--- config.mk ---
export PLATFORM = sky130hd
export DESIGN_NAME = rtp_vp8_packetizer
export DESIGN_NICKNAME = d
export VERILOG_FILES = /design/src/rtl/rvp_pkg.sv /design/src/rtl/rtp_vp8_packetizer.sv /design/src/rtl/rvp_front.sv /design/src/rtl/rvp_fifo.sv /design/src/rtl/rvp_back.sv
export SDC_FILE = /design/constraint.sdc
export NUM_CORES = 1
export LEC_CHECK = 0
export ABC_AREA = 1
export BUFFER_PORTS_ARGS = -buffer_cell sky130_fd_sc_hd__buf_2
export CAP_MARGIN = 25
export CORE_MARGIN = 3
export CORE_UTILIZATION = 57
export CTS_BUF_LIST = sky130_fd_sc_hd__clkbuf_8
export DETAILED_ROUTE_END_ITERATION = 10
export HOLD_SLACK_MARGIN = 0.12
export MAX_ROUTING_LAYER = met4
export PLACE_DENSITY = 0.77
export SLEW_MARGIN = 20
export SYNTH_ARGS = -nofsm -noshare
export SYNTH_HDL_FRONTEND = slang
export SYNTH_SLANG_ARGS = --single-unit
export TNS_END_PERCENT = 50
--- constraint.sdc ---
create_clock -name clk_i -period 12.89 [get_ports clk_i]
set_clock_uncertainty 0.05 [all_clocks]
set_input_delay 1.9335 -clock clk_i [delete_from_list [all_inputs] [get_ports clk_i]]
set_output_delay 1.9335 -clock clk_i [all_outputs]
set_load 0.1 [all_outputs]
--- src/rtl/rvp_pkg.sv ---
package rvp_pkg;

  localparam logic OpStart = 1'b0;
  localparam logic OpData  = 1'b1;

  localparam logic [1:0] CfgMaxPkt   = 2'd0;
  localparam logic [1:0] CfgPayType  = 2'd1;
  localparam logic [1:0] CfgStartSeq = 2'd2;
  localparam logic [1:0] CfgSsrc     = 2'd3;

  localparam logic [15:0] ResetMaxPkt  = 16'd1400;
  localparam logic [6:0]  ResetPayType = 7'd96;

  // fixed header plus descriptor
  localparam logic [15:0] OverheadBytes = 16'd13;

  localparam logic [7:0] HdrByte0   = 8'h80;
  localparam logic [7:0] DescFirst  = 8'h10;
  localparam logic [7:0] DescLater  = 8'h00;

  // byte positions within an opening burst
  localparam logic [3:0] IdxVer    = 4'd0;
  localparam logic [3:0] IdxPt     = 4'd1;
  localparam logic [3:0] IdxSeqHi  = 4'd2;
  localparam logic [3:0] IdxSeqLo  = 4'd3;
  localparam logic [3:0] IdxTs3    = 4'd4;
  localparam logic [3:0] IdxTs2    = 4'd5;
  localparam logic [3:0] IdxTs1    = 4'd6;
  localparam logic [3:0] IdxTs0    = 4'd7;
  localparam logic [3:0] IdxSsrc3  = 4'd8;
  localparam logic [3:0] IdxSsrc2  = 4'd9;
  localparam logic [3:0] IdxSsrc1  = 4'd10;
  localparam logic [3:0] IdxSsrc0  = 4'd11;
  localparam logic [3:0] IdxDesc   = 4'd12;
  localparam logic [3:0] IdxData   = 4'd13;

  typedef struct packed {
    logic [7:0]  data;
    logic        open;
    logic        marker;
    logic        first;
    logic        eop;
    logic [15:0] seq;
    logic [31:0] ts;
  } rvp_entry_t;

endpackage

--- src/rtl/rtp_vp8_packetizer.sv ---
// Channel  | Handshake                  | Payload
// ---------+----------------------------+-------------------------------------------------
// input    | in_valid_i / in_ready_o    | op_i, frame_length_i, frame_timestamp_i, data_byte_i
// output   | out_valid_o / out_ready_i  | out_byte_o, packet_start_o, end_of_packet_o, last_of_run_o
// config   | cfg_we_i (no wait)         | cfg_idx_i, cfg_data_i
//
// The front takes one item per cycle while the queue has room; a start item or a
// dropped byte makes no output.
// The back sends one byte per cycle from its output register while out_ready_i allows;
// a byte that opens a packet follows 13 header and descriptor bytes, others go alone.
// Within a packet payload flows at one byte per cycle; each packet's header holds it back.
// Output stalls fill the queue (QueueDepth entries), then drop in_ready_o.
// Reset loads the register defaults and leaves no frame open.
module rtp_vp8_packetizer
  import rvp_pkg::*;
#(
  parameter int unsigned QueueDepth = 2
) (
  input  logic        clk_i,
  input  logic        rst_ni,
  input  logic        in_valid_i,
  output logic        in_ready_o,
  input  logic        op_i,
  input  logic [23:0] frame_length_i,
  input  logic [31:0] frame_timestamp_i,
  input  logic [7:0]  data_byte_i,
  output logic        out_valid_o,
  input  logic        out_ready_i,
  output logic [7:0]  out_byte_o,
  output logic        packet_start_o,
  output logic        end_of_packet_o,
  output logic        last_of_run_o,
  input  logic        cfg_we_i,
  input  logic [1:0]  cfg_idx_i,
  input  logic [31:0] cfg_data_i
);

  logic [15:0] max_pkt_q;
  logic [6:0]  pay_type_q;
  logic [31:0] ssrc_q;

  logic        accept;
  logic        push;
  logic        pop;
  logic        full;
  logic        head_valid;
  rvp_entry_t  push_entry;
  rvp_entry_t  head_entry;

  assign in_ready_o = !full;
  assign accept     = in_valid_i && in_ready_o;

  always_ff @(posedge clk_i or negedge rst_ni) begin
    if (!rst_ni) begin
      max_pkt_q  <= ResetMaxPkt;
      pay_type_q <= ResetPayType;
      ssrc_q     <= 32'd0;
    end else if (cfg_we_i) begin
      case (cfg_idx_i)
        CfgMaxPkt:  max_pkt_q  <= cfg_data_i[15:0];
        CfgPayType: pay_type_q <= cfg_data_i[6:0];
        CfgSsrc:    ssrc_q     <= cfg_data_i;
        default:    ;
      endcase
    end
  end

  rvp_front u_front (
    .clk_i,
    .rst_ni,
    .accept_i          (accept),
    .op_i,
    .frame_length_i,
    .frame_timestamp_i,
    .data_byte_i,
    .max_pkt_i         (max_pkt_q),
    .seq_load_i        (cfg_we_i && (cfg_idx_i == CfgStartSeq)),
    .seq_load_val_i    (cfg_data_i[15:0]),
    .push_o            (push),
    .entry_o           (push_entry)
  );

  rvp_fifo #(
    .Depth (QueueDepth)
  ) u_fifo (
    .clk_i,
    .rst_ni,
    .push_i      (push),
    .push_data_i (push_entry),
    .pop_i       (pop),
    .full_o      (full),
    .valid_o     (head_valid),
    .head_o      (head_entry)
  );

  rvp_back u_back (
    .clk_i,
    .rst_ni,
    .entry_valid_i   (head_valid),
    .entry_i         (head_entry),
    .pop_o           (pop),
    .pay_type_i      (pay_type_q),
    .ssrc_i          (ssrc_q),
    .out_valid_o,
    .out_ready_i,
    .out_byte_o,
    .packet_start_o,
    .end_of_packet_o,
    .last_of_run_o
  );

  a_start_byte: assert property (@(posedge clk_i) disable iff (!rst_ni)
    out_valid_o && packet_start_o |-> (out_byte_o == HdrByte0) && !last_of_run_o)
    else $error("packet start not on a version byte");

  a_eop_ends_run: assert property (@(posedge clk_i) disable iff (!rst_ni)
    out_valid_o && end_of_packet_o |-> last_of_run_o)
    else $error("end of packet before end of run");

  a_no_push_full: assert property (@(posedge clk_i) disable iff (!rst_ni)
    full |-> !accept)
    else $error("item accepted with queue full");

  a_pop_has_entry: assert property (@(posedge clk_i) disable iff (!rst_ni)
    pop |-> head_valid)
    else $error("pop from empty queue");

endmodule

--- src/rtl/rvp_front.sv ---
module rvp_front
  import rvp_pkg::*;
(
  input  logic        clk_i,
  input  logic        rst_ni,
  input  logic        accept_i,
  input  logic        op_i,
  input  logic [23:0] frame_length_i,
  input  logic [31:0] frame_timestamp_i,
  input  logic [7:0]  data_byte_i,
  input  logic [15:0] max_pkt_i,
  input  logic        seq_load_i,
  input  logic [15:0] seq_load_val_i,
  output logic        push_o,
  output rvp_entry_t  entry_o
);

  logic [15:0] seq_q, seq_d;
  logic [31:0] ts_q, ts_d;
  logic [23:0] rem_q, rem_d;
  logic [15:0] fill_q, fill_d;
  logic        first_q, first_d;

  logic [15:0] cap;
  logic [15:0] fill_inc;
  logic [23:0] rem_dec;
  logic        open;
  logic        eop;
  logic        take_data;

  assign cap       = (max_pkt_i <= OverheadBytes) ? 16'd1 : max_pkt_i - OverheadBytes;
  assign fill_inc  = fill_q + 16'd1;
  assign rem_dec   = rem_q - 24'd1;
  assign open      = (fill_q == 16'd0);
  assign eop       = (rem_dec == 24'd0) || (fill_inc >= cap);
  assign take_data = accept_i && (op_i == OpData) && (rem_q != 24'd0);

  assign push_o         = take_data;
  assign entry_o.data   = data_byte_i;
  assign entry_o.open   = open;
  assign entry_o.marker = (rem_q <= {8'd0, cap});
  assign entry_o.first  = first_q;
  assign entry_o.eop    = eop;
  assign entry_o.seq    = seq_q;
  assign entry_o.ts     = ts_q;

  always_comb begin
    seq_d   = seq_q;
    ts_d    = ts_q;
    rem_d   = rem_q;
    fill_d  = fill_q;
    first_d = first_q;
    if (accept_i && (op_i == OpStart)) begin
      // abandon any open packet and frame
      rem_d   = frame_length_i;
      ts_d    = frame_timestamp_i;
      fill_d  = 16'd0;
      first_d = 1'b1;
    end else if (take_data) begin
      rem_d  = rem_dec;
      fill_d = eop ? 16'd0 : fill_inc;
      if (open) begin
        first_d = 1'b0;
        seq_d   = seq_q + 16'd1;
      end
    end
    if (seq_load_i) begin
      seq_d = seq_load_val_i;
    end
  end

  always_ff @(posedge clk_i or negedge rst_ni) begin
    if (!rst_ni) begin
      seq_q   <= 16'd0;
      ts_q    <= 32'd0;
      rem_q   <= 24'd0;
      fill_q  <= 16'd0;
      first_q <= 1'b1;
    end else begin
      seq_q   <= seq_d;
      ts_q    <= ts_d;
      rem_q   <= rem_d;
      fill_q  <= fill_d;
      first_q <= first_d;
    end
  end

endmodule

--- src/rtl/rvp_fifo.sv ---
module rvp_fifo
  import rvp_pkg::*;
#(
  parameter int unsigned Depth = 2
) (
  input  logic       clk_i,
  input  logic       rst_ni,
  input  logic       push_i,
  input  rvp_entry_t push_data_i,
  input  logic       pop_i,
  output logic       full_o,
  output logic       valid_o,
  output rvp_entry_t head_o
);

  localparam int unsigned PtrW = $clog2(Depth);
  localparam int unsigned CntW = $clog2(Depth + 1);
  localparam logic [PtrW-1:0] LastPtr = PtrW'(Depth - 1);
  localparam logic [CntW-1:0] FullCnt = CntW'(Depth);

  rvp_entry_t mem [Depth];

  logic [PtrW-1:0] wr_ptr_q, wr_ptr_d;
  logic [PtrW-1:0] rd_ptr_q, rd_ptr_d;
  logic [CntW-1:0] cnt_q, cnt_d;
  logic            do_push;
  logic            do_pop;

  assign full_o  = (cnt_q == FullCnt);
  assign valid_o = (cnt_q != '0);
  assign head_o  = mem[rd_ptr_q];
  assign do_push = push_i && !full_o;
  assign do_pop  = pop_i && valid_o;

  always_comb begin
    wr_ptr_d = wr_ptr_q;
    rd_ptr_d = rd_ptr_q;
    cnt_d    = cnt_q;
    if (do_push) begin
      wr_ptr_d = (wr_ptr_q == LastPtr) ? '0 : wr_ptr_q + PtrW'(1);
    end
    if (do_pop) begin
      rd_ptr_d = (rd_ptr_q == LastPtr) ? '0 : rd_ptr_q + PtrW'(1);
    end
    if (do_push && !do_pop) begin
      cnt_d = cnt_q + CntW'(1);
    end else if (do_pop && !do_push) begin
      cnt_d = cnt_q - CntW'(1);
    end
  end

  always_ff @(posedge clk_i) begin
    if (do_push) begin
      mem[wr_ptr_q] <= push_data_i;
    end
  end

  always_ff @(posedge clk_i or negedge rst_ni) begin
    if (!rst_ni) begin
      wr_ptr_q <= '0;
      rd_ptr_q <= '0;
      cnt_q    <= '0;
    end else begin
      wr_ptr_q <= wr_ptr_d;
      rd_ptr_q <= rd_ptr_d;
      cnt_q    <= cnt_d;
    end
  end

endmodule

--- src/rtl/rvp_back.sv ---
module rvp_back
  import rvp_pkg::*;
(
  input  logic        clk_i,
  input  logic        rst_ni,
  input  logic        entry_valid_i,
  input  rvp_entry_t  entry_i,
  output logic        pop_o,
  input  logic [6:0]  pay_type_i,
  input  logic [31:0] ssrc_i,
  output logic        out_valid_o,
  input  logic        out_ready_i,
  output logic [7:0]  out_byte_o,
  output logic        packet_start_o,
  output logic        end_of_packet_o,
  output logic        last_of_run_o
);

  logic [3:0] idx_q, idx_d;
  logic [3:0] cur_idx;
  logic       load;
  logic       last;
  logic [7:0] byte_sel;

  logic       out_valid_q, out_valid_d;
  logic [7:0] byte_q;
  logic       ps_q, eop_q, last_q;

  assign cur_idx = entry_i.open ? idx_q : IdxData;
  assign last    = (cur_idx == IdxData);
  assign load    = entry_valid_i && (!out_valid_q || out_ready_i);
  assign pop_o   = load && last;

  always_comb begin
    case (cur_idx)
      IdxVer:   byte_sel = HdrByte0;
      IdxPt:    byte_sel = {entry_i.marker, pay_type_i};
      IdxSeqHi: byte_sel = entry_i.seq[15:8];
      IdxSeqLo: byte_sel = entry_i.seq[7:0];
      IdxTs3:   byte_sel = entry_i.ts[31:24];
      IdxTs2:   byte_sel = entry_i.ts[23:16];
      IdxTs1:   byte_sel = entry_i.ts[15:8];
      IdxTs0:   byte_sel = entry_i.ts[7:0];
      IdxSsrc3: byte_sel = ssrc_i[31:24];
      IdxSsrc2: byte_sel = ssrc_i[23:16];
      IdxSsrc1: byte_sel = ssrc_i[15:8];
      IdxSsrc0: byte_sel = ssrc_i[7:0];
      IdxDesc:  byte_sel = entry_i.first ? DescFirst : DescLater;
      default:  byte_sel = entry_i.data;
    endcase
  end

  always_comb begin
    idx_d       = idx_q;
    out_valid_d = out_valid_q;
    if (load) begin
      idx_d       = last ? IdxVer : idx_q + 4'd1;
      out_valid_d = 1'b1;
    end else if (out_ready_i) begin
      out_valid_d = 1'b0;
    end
  end

  always_ff @(posedge clk_i or negedge rst_ni) begin
    if (!rst_ni) begin
      idx_q       <= IdxVer;
      out_valid_q <= 1'b0;
    end else begin
      idx_q       <= idx_d;
      out_valid_q <= out_valid_d;
    end
  end

  // hold payload until the transfer completes
  always_ff @(posedge clk_i) begin
    if (load) begin
      byte_q <= byte_sel;
      ps_q   <= (cur_idx == IdxVer);
      eop_q  <= last && entry_i.eop;
      last_q <= last;
    end
  end

  assign out_valid_o     = out_valid_q;
  assign out_byte_o      = byte_q;
  assign packet_start_o  = ps_q;
  assign end_of_packet_o = eop_q;
  assign last_of_run_o   = last_q;

endmodule
[After elaboration in Yosys (flattened, before gate mapping)]
Memory sizes are Yosys's and may differ from the RTL's.
Index checks and enable logic that the tools add are counted.
Storage, ports and cells
  register bits after elaboration: 164
  bits in writable memories: 120
  bits of input ports: 104
  output and inout bits: 13
  memories: 1
Operators by class
  add/sub/neg operators: 9
  $lt $le $gt $ge: 3
  equality and inequality tests: 18
  multiplexer cells: 25
  bitwise logic cells: 1
  reduce and logical (&&, ||, !) cells: 35
Memory list
  u_fifo.mem: words 2, width 60, rd ports 1, clocked after Yosys merged registers in 0, write ports 1, line rvp_fifo.sv:21  | rvp_entry_t mem [Depth];
Operators with widths (count)
  $mux 16: 8
  $pmux 8 s13: 1
  $mux 24: 2
  $add 16x1->16 const B: 2
  $eq 4x4->1 const B: 6
  $le 24x16->1: 1
  $logic_not 24->1: 1
  $reduce_bool 24->1: 1
  $sub 24x1->24 const B: 1
  $eq 4x3->1 const B: 4
  $ge 16x16->1: 1
  $le 16x4->1 const B: 1
  $logic_not 16->1: 1
  $sub 16x4->16 const B: 1
  $reduce_bool 2->1: 7
  $logic_and 1x1->1: 12
  $mux 1: 9
  $eq 4x2->1 const B: 2
  $mux 4: 2
  $reduce_and 2->1: 4
  $eq 2x2->1 const B: 3
  $mux 5: 1
  $add 4x1->4 const B: 1
  $eq 4x1->1 const B: 1
  other kinds (12): 18

[Logic depth before layout (Yosys ltp)]
  word-level depth: 10
  mapped depth: 19
  gate-level depth less buffers: 18

[Hierarchy]
From an unflattened synthesis, not the netlist that was laid out.
Unflattened totals
  cells, all modules: 1765
  area total of the unflattened synthesis: 14929.3 um2
By module, submodules not included
  rvp_front: instances 1, cells an instance 916, area each 6463.7 um2, sequential area each 2228.4 um2
  rvp_fifo: instances 1, cells an instance 345, area each 4644.5 um2, sequential area each 3703.6 um2
  rtp_vp8_packetizer: instances 1, cells an instance 250, area each 2262.2 um2, sequential area each 1386.3 um2
  rvp_back: instances 1, cells an instance 254, area each 1559.0 um2, sequential area each 455.4 um2

[Least setup slack after synthesis]
Ideal clock, no wire load.
  kind: input -> register
  start point: input port in_valid_i
  end point: memory u_fifo.mem[1][0] (netlist name) (enable)
  library setup time: 479 ps
  data arrival time: 5029 ps
  data required time: 12361 ps
  path slack: 7332 ps
  stages: 5
  cells stage by stage: nand2_1 -> nor2_1 -> nand2_4 -> buf_2 -> nor2_1
On the way
  longest elaborated chain between the ends: 6
RTL lines
  start, declared: line rtp_vp8_packetizer.sv:21  | input logic in_valid_i,
  $logic_and 1x1->1: line rtp_vp8_packetizer.sv:51  | assign accept = in_valid_i && in_ready_o;
  $logic_and 1x1->1 (2 in series): line rvp_front.sv:36  | assign take_data = accept_i && (op_i == OpData) && (rem_q != 24'd0);
  $logic_and 1x1->1: line rvp_fifo.sv:32  | assign do_push = push_i && !full_o;
  $mux 1: line rvp_fifo.sv:53  | if (do_push) begin
  $mux 1 (not written as such): line rvp_fifo.sv:54  | mem[wr_ptr_q] <= push_data_i;
  end, declared: line rvp_fifo.sv:21
Every way passes these cells.

==> impl_results.md <==
* CP required at ~13000 ps
* Crit Path Max Fanout at 17
* Utilization of the core after routing at approximately 66%
* Die Area at about 27000 um^2
* F_max at around 270 MHz
* Syn Nets at roughly 1800
* Pin count of the biggest net entering global routing at 81
* Main synth FF type: dfrtp_1
* Hold Crit Depth at 0
* Most frequent cells in the layout: nand2_1 (614), inv_1 (151), dfrtp_1 (143), nor2_1 (131), edfxtp_1 (131)
* GRT Total Usage at 27.0%
* Hold Crit Start: u_front.ts_q[26]
* Max-Slew Margin vs Limit at approximately 34%
* Reg2Reg Depth at 16
* Vias per std cell at 5.43
* Mapped Area at about 14000 um^2
* Post-synthesis cell count at around 1600
* Reg2Reg Setup Slack at between 9000 and 10000 ps
* Final HPWL DP at between 20000 and 25000 um
* Placer Congestion at between 0.9 and 1
* Fin crit period at between 3000 and 4000 ps
* Overall power at 3360 uW
* H-tree levels at 2
* CP arrival at roughly 4000 ps
* Initial Util at 58.1%
* Synth Warn # at 0
* Pwr dens at between 200 and 250 nW/um^2
* First-pass GRT wire length at ~56000 um
* Clk root buf: clkbuf_8
* Buf/Inv on CP at 2
* Hold Buf Count CTS at 0
* Commonest non-fill, non-tap cell in the layout: nand2_1
* Clk Latency, worst-skew pair at 560 ps
* Worst path top cell family by delay: simple AND/OR/NAND/NOR gates
* Worst-path cell chain: inv_1 > ha_1 > or2_2 > nor2_1 > a21oi_1 > nand4_1 > a21boi_0 > o21ai_0 > ha_1 > a21oi_1 > o21ai_0 > a21oi_1 > o21ai_0 > nor2_1 > buf_4 > nand2_1
* VDD IR max at roughly 0.2 mV
* Clock tree buffer depth at 3
* Hold/Removal Path Class: flip-flop to flip-flop
* Crit. End Element: flip-flop
* IO Pins at between 100 and 150
* Slowest cell on crit path: nand4_1
* Inserted Clock Buffers at 46
* 1st-iter DRT viols at between 1000 and 1500
* Setup bufs post-CTS at 0
* Clock tree from TritonCTS: yes
* Drt total wl at about 35000 um
* Status: finished, final reports clean
* Storage element area at 7770 um^2
* Crit path largest cell delay at 420 ps
* DR vias at between 10000 and 15000
* Area delta synth->final at 13.2%
* Count of cell types in the netlist at between 40 and 50
* Post-synth EDFFs at approximately 130
* Critical path type: flip-flop to flip-flop
* Largest area contributor in the netlist: edfxtp_1
* Remaining antenna violation count after routing at 0
* Worst Hold Endpoint: u_fifo.mem[1][26]
* Number of global-route vias before repair at roughly 11000
* Top cells by area, synth: edfxtp_1 (28%), dfrtp_1 (25%), nand2_1 (16%), ha_1 (3.6%), inv_1 (3.6%)
* Crit share post-route at between 20 and 30%
* Least-Margin Pin Slew at 983 ps
* Die height at between 150 and 200 um
* Finish-stage setup viols at 0
* Post-CTS Resized at 0
* Final Hold Fails at 0
* Setup TNS Final at 0 ps
* Ant diodes at 0
* Port Buffers at between 100 and 150
* Router iterations before antenna repair at 5
* Static Leak at 0.00768 uW
* Core box area at about 24000 um^2
* Row cnt at 57
* Die Wd at 164 um
* WL/cell at between 15 and 20 um
* Max-Cap Viols at 0
* Multi-input gate area at around 5700 um^2
* Antenna violations before repair at 0
* Total Nets Final at about 1900
* RSZ-0062 raised after global routing: false
* Clk slew on worst S/H paths at ~70 ps
* Top cell type's share of synthesized area at between 20 and 30%
* Clock Sinks at 284
* Post-synthesis sequential area ratio at around 55%
* Asr flop ratio synth at between 50 and 60%
* Crit start category: flip-flop
* DRC viols at 0
* Fill count at approximately 2000
* GRT overflow at 0
* Share of layout cells above drive strength 1 at ~14%
* Critical R2R Launch: max_pkt_q[0]
* RR Endpoint: u_fifo.mem[1][48]
* Mapped Avg Cell Area at about 8.6 um^2
* #FFs+latches synth at approximately 280
* Slew Viols, Final at 0
[worst reg2reg max path, stage by stage, from the launching register on]
cell and delay (ps):
dfrtp_1 400, inv_1 80, ha_1 220, or2_2 330, nor2_1 250, a21oi_1 110
nand4_1 420, a21boi_0 230, o21ai_0 180, ha_1 330, a21oi_1 140, o21ai_0 90
a21oi_1 140, o21ai_0 100, nor2_1 90, buf_4 220, nand2_1 90
[state kept, by name, summed over array words and instances (netlist names)]
name and flops:
u_front.fill_q 16, u_back.out_byte_o 8, u_back.out_valid_o 1, u_front.seq_q 16
ssrc_q 32, u_fifo.cnt_q 2, u_back.end_of_packet_o 1, u_front.ts_q 32
u_fifo.rd_ptr_q 1, max_pkt_q 16, u_fifo.wr_ptr_q 1, u_back.last_of_run_o 1
pay_type_q 7, u_back.idx_q 4, u_front.first_q 1, u_front.rem_q 24
u_back.packet_start_o 1, u_fifo.mem 120
[through the flow]
| step | worst slack (ps) | cell area (um^2) | hold slack, ps | instances |
|---|---|---|---|---|
| 2_1_floorplan | 7330 | 14200 | 392 | 1639 |
| 3_3_place_gp | 9000 | 15100 | 397 | 2043 |
| 3_5_place_dp | 8940 | 15100 | 405 | 2044 |
| 4_1_cts | 9200 | 16000 | 416 | 2128 |
| 5_1_grt | 8840 | 16000 | 431 | 2130 |
| 6_report | 9150 | 16000 | 417 | 2130 |
[synth_stat cells (5+ instances only)]
| cell type | n |
|---|---|
| edfxtp_1 | 131 |
| o21ai_0 | 67 |
| clkbuf_1 | 33 |
| o211ai_1 | 22 |
| nand4_1 | 28 |
| xor2_1 | 19 |
| or2_2 | 13 |
| dfrtp_1 | 144 |
| nor2_1 | 134 |
| a21oi_1 | 63 |
| dfstp_2 | 9 |
| o21ai_1 | 9 |
| nand3_1 | 70 |
| mux2_2 | 13 |
| o221ai_1 | 7 |
| nand2_2 | 5 |
| inv_1 | 135 |
| nand2_1 | 614 |
| ha_1 | 41 |
| xnor2_1 | 5 |
| buf_2 | 6 |
| nor3_1 | 27 |
[final cells by class]
type | count | share of cell area (%)
clock inverter | 32 | 1.37
multi-input combinational | 1168 | 35.4
clock buffer | 52 | 4.46
sequential | 284 | 48.5
inverter | 140 | 3.28
timing repair buffer | 130 | 4.45
tap | 324 | 2.53
[routing by layer]
metal,routed length [um],share of wire [%],track usage (%),up-vias
li1,-,-,-,5643
met1,14900,43,35.4,5382
met2,16500,47,43.2,459
met3,2590,7.4,4.34,88
met4,1070,3.1,9.46,0
met5,0,0,-,-
[report_power, final]
| group | internal (uW) | total (uW) | switching, uW | leakage [uW] |
|---|---|---|---|---|
| clock | 432 | 786 | 354 | 0.000546 |
| sequential | 1250 | 1460 | 209 | 0.00311 |
| combinational | 329 | 1120 | 789 | 0.00402 |
[cells by family after synthesis]
logic type	after synthesis	synth area share [%]
AO/OA/AOI/OAI	179	7.17
adder cells (fa/ha/maj)	41	3.62
multiplexers	17	1.32
flip-flops	284	54.8
XOR/XNOR	24	1.48
buffers and inverters	187	5.24
AND/OR/NAND/NOR	907	26.3
[worst max path at each step]
stage,startpoint,endpoint,slack (ps),depth (start not counted)
floorplan,in_valid_i,u_fifo.mem[1][0],7330,5
global route,max_pkt_q[0],u_fifo.mem[1][48],8840,16
finish,max_pkt_q[0],u_fifo.mem[1][48],9150,16
detailed placement,in_valid_i,u_fifo.cnt_q[1],8940,9
CTS,max_pkt_q[0],u_fifo.mem[1][48],9200,16
global placement,in_valid_i,u_fifo.cnt_q[1],9000,9
(Power assumes the default switching activity.)
